$ cat config.mk
export PLATFORM = sky130hd
export DESIGN_NAME = cdq_cell
export DESIGN_NICKNAME = d
export VERILOG_FILES = /design/src/hdl/cdq_pkg.sv /design/src/hdl/cdq_cell.sv
export SDC_FILE = /design/constraint.sdc
export NUM_CORES = 1
export LEC_CHECK = 0
export ABC_AREA = 1
export BUFFER_PORTS_ARGS = -buffer_cell sky130_fd_sc_hd__buf_4
export CAP_MARGIN = 20
export CORE_AREA = 2 2 93 95
export DETAILED_ROUTE_END_ITERATION = 10
export DIE_AREA = 0 0 95 97
export PLACE_DENSITY = 0.82
export SYNTH_ARGS = -nofsm -noshare
export SYNTH_HDL_FRONTEND = slang
export SYNTH_SLANG_ARGS = --single-unit
$ cat constraint.sdc
create_clock -name clk -period 5.7 [get_ports clk]
set_clock_uncertainty 0.1 [all_clocks]
set_input_delay 1.14 -clock clk [delete_from_list [all_inputs] [get_ports clk]]
set_output_delay 1.14 -clock clk [all_outputs]
set_load 0.02 [all_outputs]
$ cat src/hdl/cdq_pkg.sv
// ----------------------------------------------------------------------------
// cdq_pkg
// Shared types and constants for the circular deque engine.
// ----------------------------------------------------------------------------
`default_nettype none

package cdq_pkg;

	localparam int CDQ_DEPTH = 64;
	localparam int CDQ_DATA_W = 32;
	localparam int CDQ_CAP_W = 7;
	localparam int CDQ_OCC_W = 7;
	localparam logic [CDQ_CAP_W-1:0] CDQ_CAP_RESET = 7'd64;
	localparam logic [CDQ_DATA_W-1:0] CDQ_EMPTY_READ = 32'hFFFF_FFFF;

	typedef enum logic [2:0] {
		ACT_INS_FRONT = 3'd0,
		ACT_INS_REAR  = 3'd1,
		ACT_DEL_FRONT = 3'd2,
		ACT_DEL_REAR  = 3'd3,
		ACT_QUERY     = 3'd4
	} act_t;

	// per-cycle command broadcast to every cell
	typedef struct packed {
		logic                  a_push; // front-ordered row shifts toward the rear
		logic                  a_pop;  // front-ordered row shifts toward the front
		logic                  a_put;  // front-ordered row writes at the count
		logic                  b_push; // rear-ordered row shifts away from the rear
		logic                  b_pop;  // rear-ordered row shifts toward the rear
		logic                  b_put;  // rear-ordered row writes at the count
		logic [CDQ_DATA_W-1:0] value;
	} cell_ctl_t;

endpackage

`default_nettype wire

$ cat src/hdl/cdq_cell.sv
// ----------------------------------------------------------------------------
// cdq_cell
// One position of the deque: a slot in the front-ordered row and a slot in
// the rear-ordered row, each loaded from a neighbor or by a direct write.
// ----------------------------------------------------------------------------
`default_nettype none

module cdq_cell
	import cdq_pkg::*;
#(
	parameter int IDX   = 0,
	parameter int CNT_W = 7
) (
	input  wire logic                  clk,
	input  wire cell_ctl_t             ctl,
	input  wire logic [CNT_W-1:0]      cnt,
	input  wire logic [CDQ_DATA_W-1:0] a_prev,
	input  wire logic [CDQ_DATA_W-1:0] a_next,
	input  wire logic [CDQ_DATA_W-1:0] b_prev,
	input  wire logic [CDQ_DATA_W-1:0] b_next,
	output logic      [CDQ_DATA_W-1:0] a_q,
	output logic      [CDQ_DATA_W-1:0] b_q
);

	logic at_cnt;

	assign at_cnt = (cnt == CNT_W'(IDX));

	always_ff @(posedge clk) begin
		priority if (ctl.a_push) begin
			a_q <= a_prev;
		end else if (ctl.a_pop) begin
			a_q <= a_next;
		end else if (ctl.a_put && at_cnt) begin
			a_q <= ctl.value;
		end else begin
			a_q <= a_q;
		end
	end

	always_ff @(posedge clk) begin
		priority if (ctl.b_push) begin
			b_q <= b_prev;
		end else if (ctl.b_pop) begin
			b_q <= b_next;
		end else if (ctl.b_put && at_cnt) begin
			b_q <= ctl.value;
		end else begin
			b_q <= b_q;
		end
	end

endmodule

`default_nettype wire

# Word level (Yosys, flattened, before mapping)
# Cells that the tools add are included.
# Widths: inputs -> output; s select.
# op_classes
muxes,6
n_reduce_logical,5
# op_table
operator,count
$mux 32,6
$logic_not 7->1,1
$reduce_bool 3->1,2
$logic_and 1x1->1,2
# totals
regBits,64
in_bits,174
output_inout_bits,64
wordCells,13

# Logic depth before layout (Yosys ltp)
# Gate-level depths: netlist of the first run.
# depth
ltp_word,5
depth_mapped,5
ltp_nobuf,5

# Worst setup path before layout of the first run
# Ideal clock, no wire load.
# synth_timing
kind,input-to-reg
start,input port ctl[36] (netlist name)
end,register a_q[0] (enable)
setup_ps,478
arrival_time_ps,2050
required_time_ps,5122
slack_ps,3072
stages,4
path_buffers,2
path_cell_list,buf_6 buf_4 nor2_1 nand2_1
# synth_via
elab_chain_cells,1
# synth_lines
element,line,source
start: declaration,cdq_cell.sv:15,"input wire cell_ctl_t ctl,"
$reduce_bool 3->1 (no source line),n/a,
end signal: assignment,cdq_cell.sv:31,a_q <= a_prev;
end signal: assignment,cdq_cell.sv:33,a_q <= a_next;
end signal: assignment,cdq_cell.sv:35,a_q <= ctl.value;
end: declaration,cdq_cell.sv:21,"output logic [CDQ_DATA_W-1:0] a_q,"
# Every way passes these cells.
# A chain may end at the register's enable or synchronous reset.

# Worst setup path after layout of the first run
# layout_timing
start,input port ctl[36] (netlist name)
end,register a_q[18] (enable)
# Same word-level chain as after synthesis.

==> flow_summary.yaml, run 1 <==
clocking:
  clock_sinks: 64
  cts_tree: "yes"
  cts_buffer_depth: 2
  cts_hold_buffers: 0
  cts_made_buffers: 9
  clk_pin_slew_worst_paths_ns: 0.06
  cts_resized: 0
  post_cts_buffers: 0
  cts-root-buf: "clkbuf_8"
  htree_levels: 3
detailed_routing:
  ant_nets: 0
  wl_per_cell_um: 16.96
  first_iter_violations: 246
  vias: 3658
  first_pass_iters: 5
  via_per_inst: 5.226
  wirelength_um: 11870
  drc_errors: 0
floorplan:
  io_pins: 238
  die_h_um: 97
  die_area_um2: 9215
  rows: 33
  core_um2: 8134
  die_x_um: 95
  floorplan.initialDensity_pct: 41.73
power:
  power_leakage_nw: 2.396
  powerDensity_nw_per_um2: 246.1
  finalPower_mw: 1.286
  vdd_drop_max_mv: 0.1469
global_routing:
  grt_busiest_layer: "met2"
  grt_max_degree: 35
  grt_pass1_vias: 3647
  grtUsageMet1_pct: 31.57
  grt_pass1_wl_um: 18350
  grtUsageMet2_pct: 44.74
  grt_usage_pct: 26.18
  overflow: 0
  antenna_found_initial: 0
  grt_use_met3_pct: 5.919
yosys:
  syn_inst: 369
  synth.top_cell.area_share_pct: 56.62
  ys_types: 11
  synth_top_area_cell: "edfxtp_1"
  synth_nets: 543
  synth-edff-count: 64
  synth_seq_cells: 64
  ys_top_cells_by_count: "a21oi_1, nand2_1, nor2_1, edfxtp_1, buf_4"
  yosysSeqAreaShare_pct: 56.62
  async_flop_share_pct: 0
  syn_area_um2: 3395
  ys_top_cells_by_area: "edfxtp_1, a21oi_1, nand2_1"
  synthMostInstantiatedCell: "a21oi_1"
  postSynthAreaPerCell_um2: 9.199
  synth_ff_type: "edfxtp_1"
  ys_warn_count: 0
placement:
  placed_cells: 685
  gp_congestion: 0.8491
  placed_area_um2: 5072
  hpwl_um: 8812
  io_buffers: 237
  dp_slack_ns: 3.161
min_path:
  worstHoldStart: "b_prev[11]"
  hold_depth: 3
  hold_class: "primary input to register"
  hold_path_end: "b_q[11]$_DFFE_PP_"
critical_path:
  worstPathCellList: "buf_4 > nor2_1 > nand2_1 > buf_4"
  cpPeakStageDelay_ns: 0.39
  crit_top_cell: "buf_4"
  arrival_ns: 2.09
  cpMaxStageDelayCell: "buf_4"
  critPathRequiredTime_ns: 5.57
  path_max_fanout: 34
  endpoint_kind: "register"
  critPathKind: "primary input to register"
  start_kind: "primary input"
cells_and_area:
  fillers: 686
  finish.utilization_pct: 64.22
  drive_gt1_share_pct: 43.03
  nets: 765
  diodes: 0
  post-route-cell-area_um2: 5224
  area_growth_pct: 53.89
  stdcell_count: 700
outcome:
  status: "complete, no violations"
timing:
  setup_viol: 0
  finalCritPeriodShare_pct: 38.84
  grt_setup_unrepaired: "no"
  finalCriticalPeriod_ns: 2.214
  finalMaxSlewViolations: 0
  hold_violations: 0
  worst_slew_pin_slew_ns: 0.4594
  fin_setup_tns_ns: 0
  maxSlewHeadroom_pct: 69.37
  finalWorstSetupSlack_ns: 3.486
  max_freq_ghz: 0.4516
  hold_ws_ns: 1.031
job:
  drv_cap: 0
==> registers in the layout, summed over array words and instances (netlist names) <==
name,flops
a_q,32
b_q,32
==> routing by layer <==
metal / share of wire (%) / up-vias / wire length, um
met5: 0 / - / 0
met1: 35 / 1673 / 4165
li1: - / 1716 / -
met4: 2.9 / 0 / 348
met3: 11 / 31 / 1273
met2: 51 / 238 / 6086
==> cells by family (layout without fill, tap and decap cells) <==
| family | count (synthesis) | after routing | share of synthesized area [%] |
|---|---|---|---|
| buf+inv | 38 | 264 | 8.846 |
| flops | 64 | 64 | 56.62 |
| simple gates | 139 | 139 | 15.44 |
| compound gates | 128 | 128 | 19.09 |
==> cell usage in the layout (no fill, tap or decap) <==
cell        instances
clkinv_2            1
clkinv_4            2
nor2_1             68
a21oi_2             2
inv_1               6
edfxtp_1           64
nand3_1             2
clkinvlp_4          1
nand2_1            69
buf_4             239
clkinv_1            4
clkbuf_8            9
a21oi_1           126
inv_4               2
==> final cells by class <==
| type | instances | area, um2 | share of cell area (%) |
|---|---|---|---|
| sequential | 64 | 1922 | 36.79 |
| tap | 105 | 131.4 | 2.515 |
| inverter | 10 | 52.55 | 1.006 |
| timing repair buffer | 239 | 1794 | 34.35 |
| clock buffer | 9 | 123.9 | 2.371 |
| clock inverter | 6 | 27.53 | 0.5269 |
| multi-input combinational | 267 | 1172 | 22.44 |
==> worst max-delay path by stage <==
stage          depth (start not counted)    start                end
3_3_place_gp                           4  ctl[36]   a_q[2]$_DFFE_PP_
3_5_place_dp                           4  ctl[36]   a_q[3]$_DFFE_PP_
4_1_cts                                4  ctl[36]  a_q[19]$_DFFE_PP_
5_1_grt                                7   cnt[5]   a_q[1]$_DFFE_PP_
2_1_floorplan                          4  ctl[36]   a_q[0]$_DFFE_PP_
6_report                               4  ctl[36]  a_q[18]$_DFFE_PP_
==> critical path, delay by kind of cell <==
| kind | cells | cell delay [ns] |
|---|---|---|
| buffers and inverters | 2 | 0.73 |
| AND/OR/NAND/NOR | 2 | 0.17 |
==> power by group <==
part	internal (mW)	switching, mW	total, mW
Combinational	0.171	0.193	0.365
Clock	0.149	0.171	0.320
Sequential	0.584	0.0172	0.601
No activity file was read; power rests on OpenSTA's default activity.
==> run 2: changes to the inputs <==
==> config.mk (replaced) <==
export PLATFORM = sky130hd
export DESIGN_NAME = cdq_cell
export DESIGN_NICKNAME = d
export VERILOG_FILES = /design/src/hdl/cdq_pkg.sv /design/src/hdl/cdq_cell.sv
export SDC_FILE = /design/constraint.sdc
export NUM_CORES = 1
export LEC_CHECK = 0
export ABC_AREA = 0
export BUFFER_PORTS_ARGS = -buffer_cell sky130_fd_sc_hd__buf_4
export CAP_MARGIN = 20
export CORE_ASPECT_RATIO = 1.4
export CORE_MARGIN = 2
export CORE_UTILIZATION = 37
export DETAILED_ROUTE_END_ITERATION = 10
export PLACE_DENSITY = 0.77
export SYNTH_ARGS = -nofsm -noshare
export SYNTH_HDL_FRONTEND = slang
export SYNTH_SLANG_ARGS = --single-unit
==> constraint.sdc (replaced) <==
create_clock -name clk -period 1.9 [get_ports clk]
set_clock_uncertainty 0.1 [all_clocks]
set_input_delay 0.38 -clock clk [delete_from_list [all_inputs] [get_ports clk]]
set_output_delay 0.38 -clock clk [all_outputs]
set_load 0.02 [all_outputs]
==> run 2 against run 1 <==
Net effect: power rose to 3.5 times the previous value; critical path depth unchanged; cell count down 9.7%; cell area up 5.2%; worst setup slack worse by 3.0 ns; synthesized cell count down 24%; area after synthesis down 0.88%; global-route usage down 6.6 points; via count down 15%; die area up 7.2%; sequential power rose to 3.0 times the previous value; critical endpoint is now b_q[17]$_DFFE_PP_; largest cell class unchanged; largest power group unchanged.
==> flow_summary.yaml, run 2 <==
outcome:
  status: "complete, no violations"
floorplan:
  core_um2: 8926
  rows: 41
  floorplan.initialDensity_pct: 37.69
  die_x_um: 84.59
  die_h_um: 116.8
  io_pins: 238
  die_area_um2: 9883
critical_path:
  arrival_ns: 1.35
  endpoint_kind: "register"
  critPathKind: "primary input to register"
  start_kind: "primary input"
  path_max_fanout: 18
  critPathRequiredTime_ns: 1.82
clocking:
  cts_made_buffers: 9
  clock_sinks: 64
  htree_levels: 3
  cts_tree: "yes"
  cts_buffer_depth: 2
  cts_resized: 0
  cts_hold_buffers: 0
  clk_pin_slew_worst_paths_ns: 0.05
  cts-root-buf: "clkbuf_16"
  post_cts_buffers: 0
timing:
  finalCriticalPeriod_ns: 1.430
  maxSlewHeadroom_pct: 70.27
  hold_violations: 0
  finalMaxSlewViolations: 0
  hold_ws_ns: 0.2443
  grt_setup_unrepaired: "no"
  worst_slew_pin_slew_ns: 0.4459
  fin_setup_tns_ns: 0
  setup_viol: 0
  max_freq_ghz: 0.6994
  finalCritPeriodShare_pct: 75.25
cells_and_area:
  post-route-cell-area_um2: 5498
  drive_gt1_share_pct: 50.48
  fillers: 738
  diodes: 0
  layout_common_cells: "buf_4, mux2i_1, nand2_1, edfxtp_1, o21ai_1"
  layout_commonest_cell: "buf_4"
  stdcell_count: 632
  reg_top3: "a_q: 32 flops, b_q: 32 flops"
  nets: 694
  area_growth_pct: 63.41
  finish.utilization_pct: 61.59
detailed_routing:
  first_pass_iters: 4
  vias: 3112
  first_iter_violations: 119
  drc_errors: 0
  wl_per_cell_um: 15.92
  via_per_inst: 4.924
  ant_nets: 0
  wirelength_um: 10060
placement:
  hpwl_um: 8103
  placed_cells: 616
  io_buffers: 237
  placed_area_um2: 5210
  gp_congestion: 0.8406
global_routing:
  overflow: 0
  grt_max_degree: 44
  grt_pass1_wl_um: 14950
  antenna_found_initial: 0
  grt_usage_pct: 19.55
  grt_pass1_vias: 3134
yosys:
  async_flop_share_pct: 0
  synth_ff_type: "edfxtp_1"
  postSynthAreaPerCell_um2: 11.93
  ys_top_cells_by_area: "edfxtp_1, mux2i_1, o21ai_1"
  yosysSeqAreaShare_pct: 57.12
  synth-edff-count: 64
  ys_warn_count: 0
  synth_seq_cells: 64
  ys_top_cells_by_count: "edfxtp_1, mux2i_1, nand2_1, o21ai_1, buf_2"
  syn_area_um2: 3364
  synth.top_cell.area_share_pct: 57.12
  ys_types: 12
  syn_inst: 282
  synth_top_area_cell: "edfxtp_1"
  synth_nets: 456
power:
  power_leakage_nw: 2.626
  vdd_drop_max_mv: 0.4638
  powerDensity_nw_per_um2: 807.8
job:
  drv_cap: 0
min_path:
  hold_class: "primary input to register"
==> run 2: cell types whose count changed after synthesis, moves of 12 or more <==
cell / delta
buf_4: -18
nor2_1: -68
o21ai_1: +58
buf_2: +12
mux2i_1: +64
a21oi_1: -126
==> run 2: cells by family after synthesis <==
| group | synth area share [%] |
|---|---|
| buffers and inverters | 6.248 |
| AND/OR/NAND/NOR | 7.475 |
| multiplexers | 19.04 |
| flip-flops | 57.12 |
| AO/OA/AOI/OAI | 10.12 |
==> run 2: worst max-delay path, stage by stage <==
cell	delay (ns)
buf_4	0.11
nor4_1	0.36
a311o_2	0.32
buf_12	0.17
==> run 2: final timing paths <==
kind,start,to,cells after the start
worst max-delay path,cnt[2],b_q[17]$_DFFE_PP_,4
worst min-delay path,b_prev[28],b_q[28]$_DFFE_PP_,3
==> run 2: stage by stage <==
step / total power [mW] / worst slack [ns]
2_1_floorplan: 2.325 / -0.2735
5_1_grt: 4.627 / 0.3957
3_3_place_gp: 2.913 / 0.1766
4_1_cts: 4.494 / 0.4820
3_5_place_dp: 2.935 / 0.1441
6_report: 4.441 / 0.4703
==> run 2: cell type report <==
class                           instances  area [um2]  share of cell area [%]
Tap cell                              107       133.9                   2.435
Multi-Input combinational cell        196        1235                   22.46
Sequential cell                        64        1922                   34.96
Clock buffer                            9       225.2                   4.096
Clock inverter                          7       62.56                   1.138
Timing Repair Buffer                  249        1919                   34.91
==> run 2: per-layer routing <==
layer | global-route usage, % | wire length (um) | vias to the layer above
met1 | 21.07 | 3525 | 1433
met4 | 6.984 | 174 | 0
met5 | 0 | 0 | -
met2 | 36.22 | 5510 | 147
li1 | - | - | 1517
met3 | 5.961 | 847 | 15
==> run 2: where the power goes <==
part	total, mW	leakage (nW)	internal (mW)	switching, mW
sequential	1.80	0.659	1.75	0.0465
combinational	1.10	1.83	0.555	0.540
clock	1.55	0.136	0.999	0.549
total	4.44	2.63	3.31	1.14
==> run 3: changes to the inputs <==
==> constraint.sdc (replaced) <==
create_clock -name clk -period 1.2 [get_ports clk]
set_clock_uncertainty 0.1 [all_clocks]
set_input_delay 0.24 -clock clk [delete_from_list [all_inputs] [get_ports clk]]
set_output_delay 0.24 -clock clk [all_outputs]
set_load 0.02 [all_outputs]
==> run 3 against run 2 <==
Net effect: the run now ends with negative setup slack left; sequential cell count is the same; first-iteration DRC count down 33%; routed wire length is 4.6% higher; sequential power increased by 61%; critical path depth down 3; worst setup slack worse by 0.51 ns; via count fell by 0.87%; clock power grew 55%; non-clock buffer count unchanged; core utilization increased by 2.8 points; critical path type is now register to output port; largest cell class is now non-clock buffers; largest power group unchanged.
==> flow_summary.yaml, run 3 (synthesis results as in run 2) <==
cells_and_area:
  nets: 694
  post-route-cell-area_um2: 5752
  drive_gt1_share_pct: 50.57
  diodes: 0
  reg_top3: "a_q: 32 flops, b_q: 32 flops"
  area_growth_pct: 70.96
  layout_commonest_cell: "buf_4"
  fillers: 714
  finish.utilization_pct: 64.44
  layout_common_cells: "buf_4, mux2i_1, nand2_1, edfxtp_1, o21ai_1"
placement:
  placed_area_um2: 5275
  io_buffers: 237
  dp_slack_ns: -0.3022
  gp_congestion: 0.8061
  hpwl_um: 8551
clocking:
  cts_tree: "yes"
  cts_buffer_depth: 2
  cts-root-buf: "clkbuf_16"
  htree_levels: 3
  cts_made_buffers: 9
  post_cts_buffers: 0
  clk_pin_slew_worst_paths_ns: 0.05
  clock_sinks: 64
power:
  powerDensity_nw_per_um2: 1252
  p_clk_share_pct: 33.5
  power_switching_share_pct: 25.33
  power_leakage_nw: 2.714
  internal-power_mw: 5.378
  vdd_drop_max_mv: 0.8272
  finalPower_mw: 7.203
  seqPwrFrac_pct: 40.1
  combPwrFrac_pct: 26.4
  p_sw_mw: 1.825
detailed_routing:
  wl_per_cell_um: 16.67
  ant_nets: 0
  vias: 3085
  drc_errors: 0
  via_per_inst: 4.889
  wirelength_um: 10520
  first_iter_violations: 80
  first_pass_iters: 4
critical_path:
  critPathKind: "register to output port"
  path_max_fanout: 1
  crit_family: "flip-flops"
  cpPeakStageDelay_ns: 0.42
  crit_buf_inv: 1
  cpMaxStageDelayCell: "edfxtp_1"
  worstPathCellList: "buf_6"
  critPathRequiredTime_ns: 0.86
  arrival_ns: 0.90
  start_kind: "register"
  endpoint_kind: "output port"
timing:
  finalCriticalPeriod_ns: 1.238
  hold_violations: 0
  grt_setup_unrepaired: "yes"
  fin_setup_tns_ns: -0.09425
  finalCritPeriodShare_pct: 103.2
  finalWorstSetupSlack_ns: -0.03808
  worst_slew_pin_slew_ns: 0.3652
  max_freq_ghz: 0.8077
  setup_viol: 5
  finalMaxSlewViolations: 0
  maxSlewHeadroom_pct: 75.65
outcome:
  violations: "negative setup slack"
  status: "finished with violations"
floorplan:
  core_um2: 8926
  rows: 41
  die_area_um2: 9883
  die_x_um: 84.59
  floorplan.initialDensity_pct: 37.69
  io_pins: 238
  die_h_um: 116.8
global_routing:
  antenna_found_initial: 0
  grt_max_degree: 37
  overflow: 0
  grt_usage_pct: 20.49
  grt_pass1_wl_um: 15440
  grt_pass1_vias: 3211
min_path:
  hold_class: "primary input to register"
job:
  drv_cap: 0
==> run 3: changes by cell type in the layout (fill, tap and decap cells not counted), sizes merged <==
cell      before  now
clkbuf         9   10
clkinvlp       2    0
==> run 3: power groups by stage <==
stage          clock (mW)  combinational (mW)  sequential (mW)
2_1_floorplan           0               0.443             3.24
6_report             2.41                1.90             2.89
3_3_place_gp            0                1.76             2.88
4_1_cts              2.45                1.85             2.87
5_1_grt              2.55                2.02             2.91
3_5_place_dp            0                1.79             2.89
==> run 3: path summary, 6_finish.rpt <==
check  depth (start not counted)              start  slack [ns]                end
max                            1  a_q[20]$_DFFE_PP_       -0.04            a_q[20]
min                            3         b_prev[31]        0.10  b_q[31]$_DFFE_PP_
==> run 3: what timing repair did <==
| item | CTS | global route |
|---|---|---|
| hold buffers | 0 | 0 |
| pin swaps | 0 | 0 |
| gates resized for setup | 21 | 32 |
| cloned | 0 | 0 |
| setup endpoints to repair | 21 | 116 |
==> run 3: layer usage <==
layer	track usage [%]	vias to the layer above	routed length, um
met5	0	-	0
met4	10.48	0	314
met3	5.961	24	842
met2	37.95	144	5879
met1	20.92	1410	3482
li1	-	1507	-
==> run 3: cell type report <==
type,instances,area [um2],area share [%]
sequential,64,1922,33.41
clock inverter,5,48.80,0.8484
multi-input combinational,196,1250,21.73
timing repair buffer,249,2168,37.70
tap,107,133.9,2.328
clock buffer,10,229.0,3.981
==> run 3: through the flow <==
step / instances / hold slack, ns
detailed placement: 616 / 0.4272
CTS: 631 / 0.09378
finish: 631 / 0.1023
global route: 631 / 0.1134
global placement: 616 / 0.4267
floorplan: 282 / 0.3312
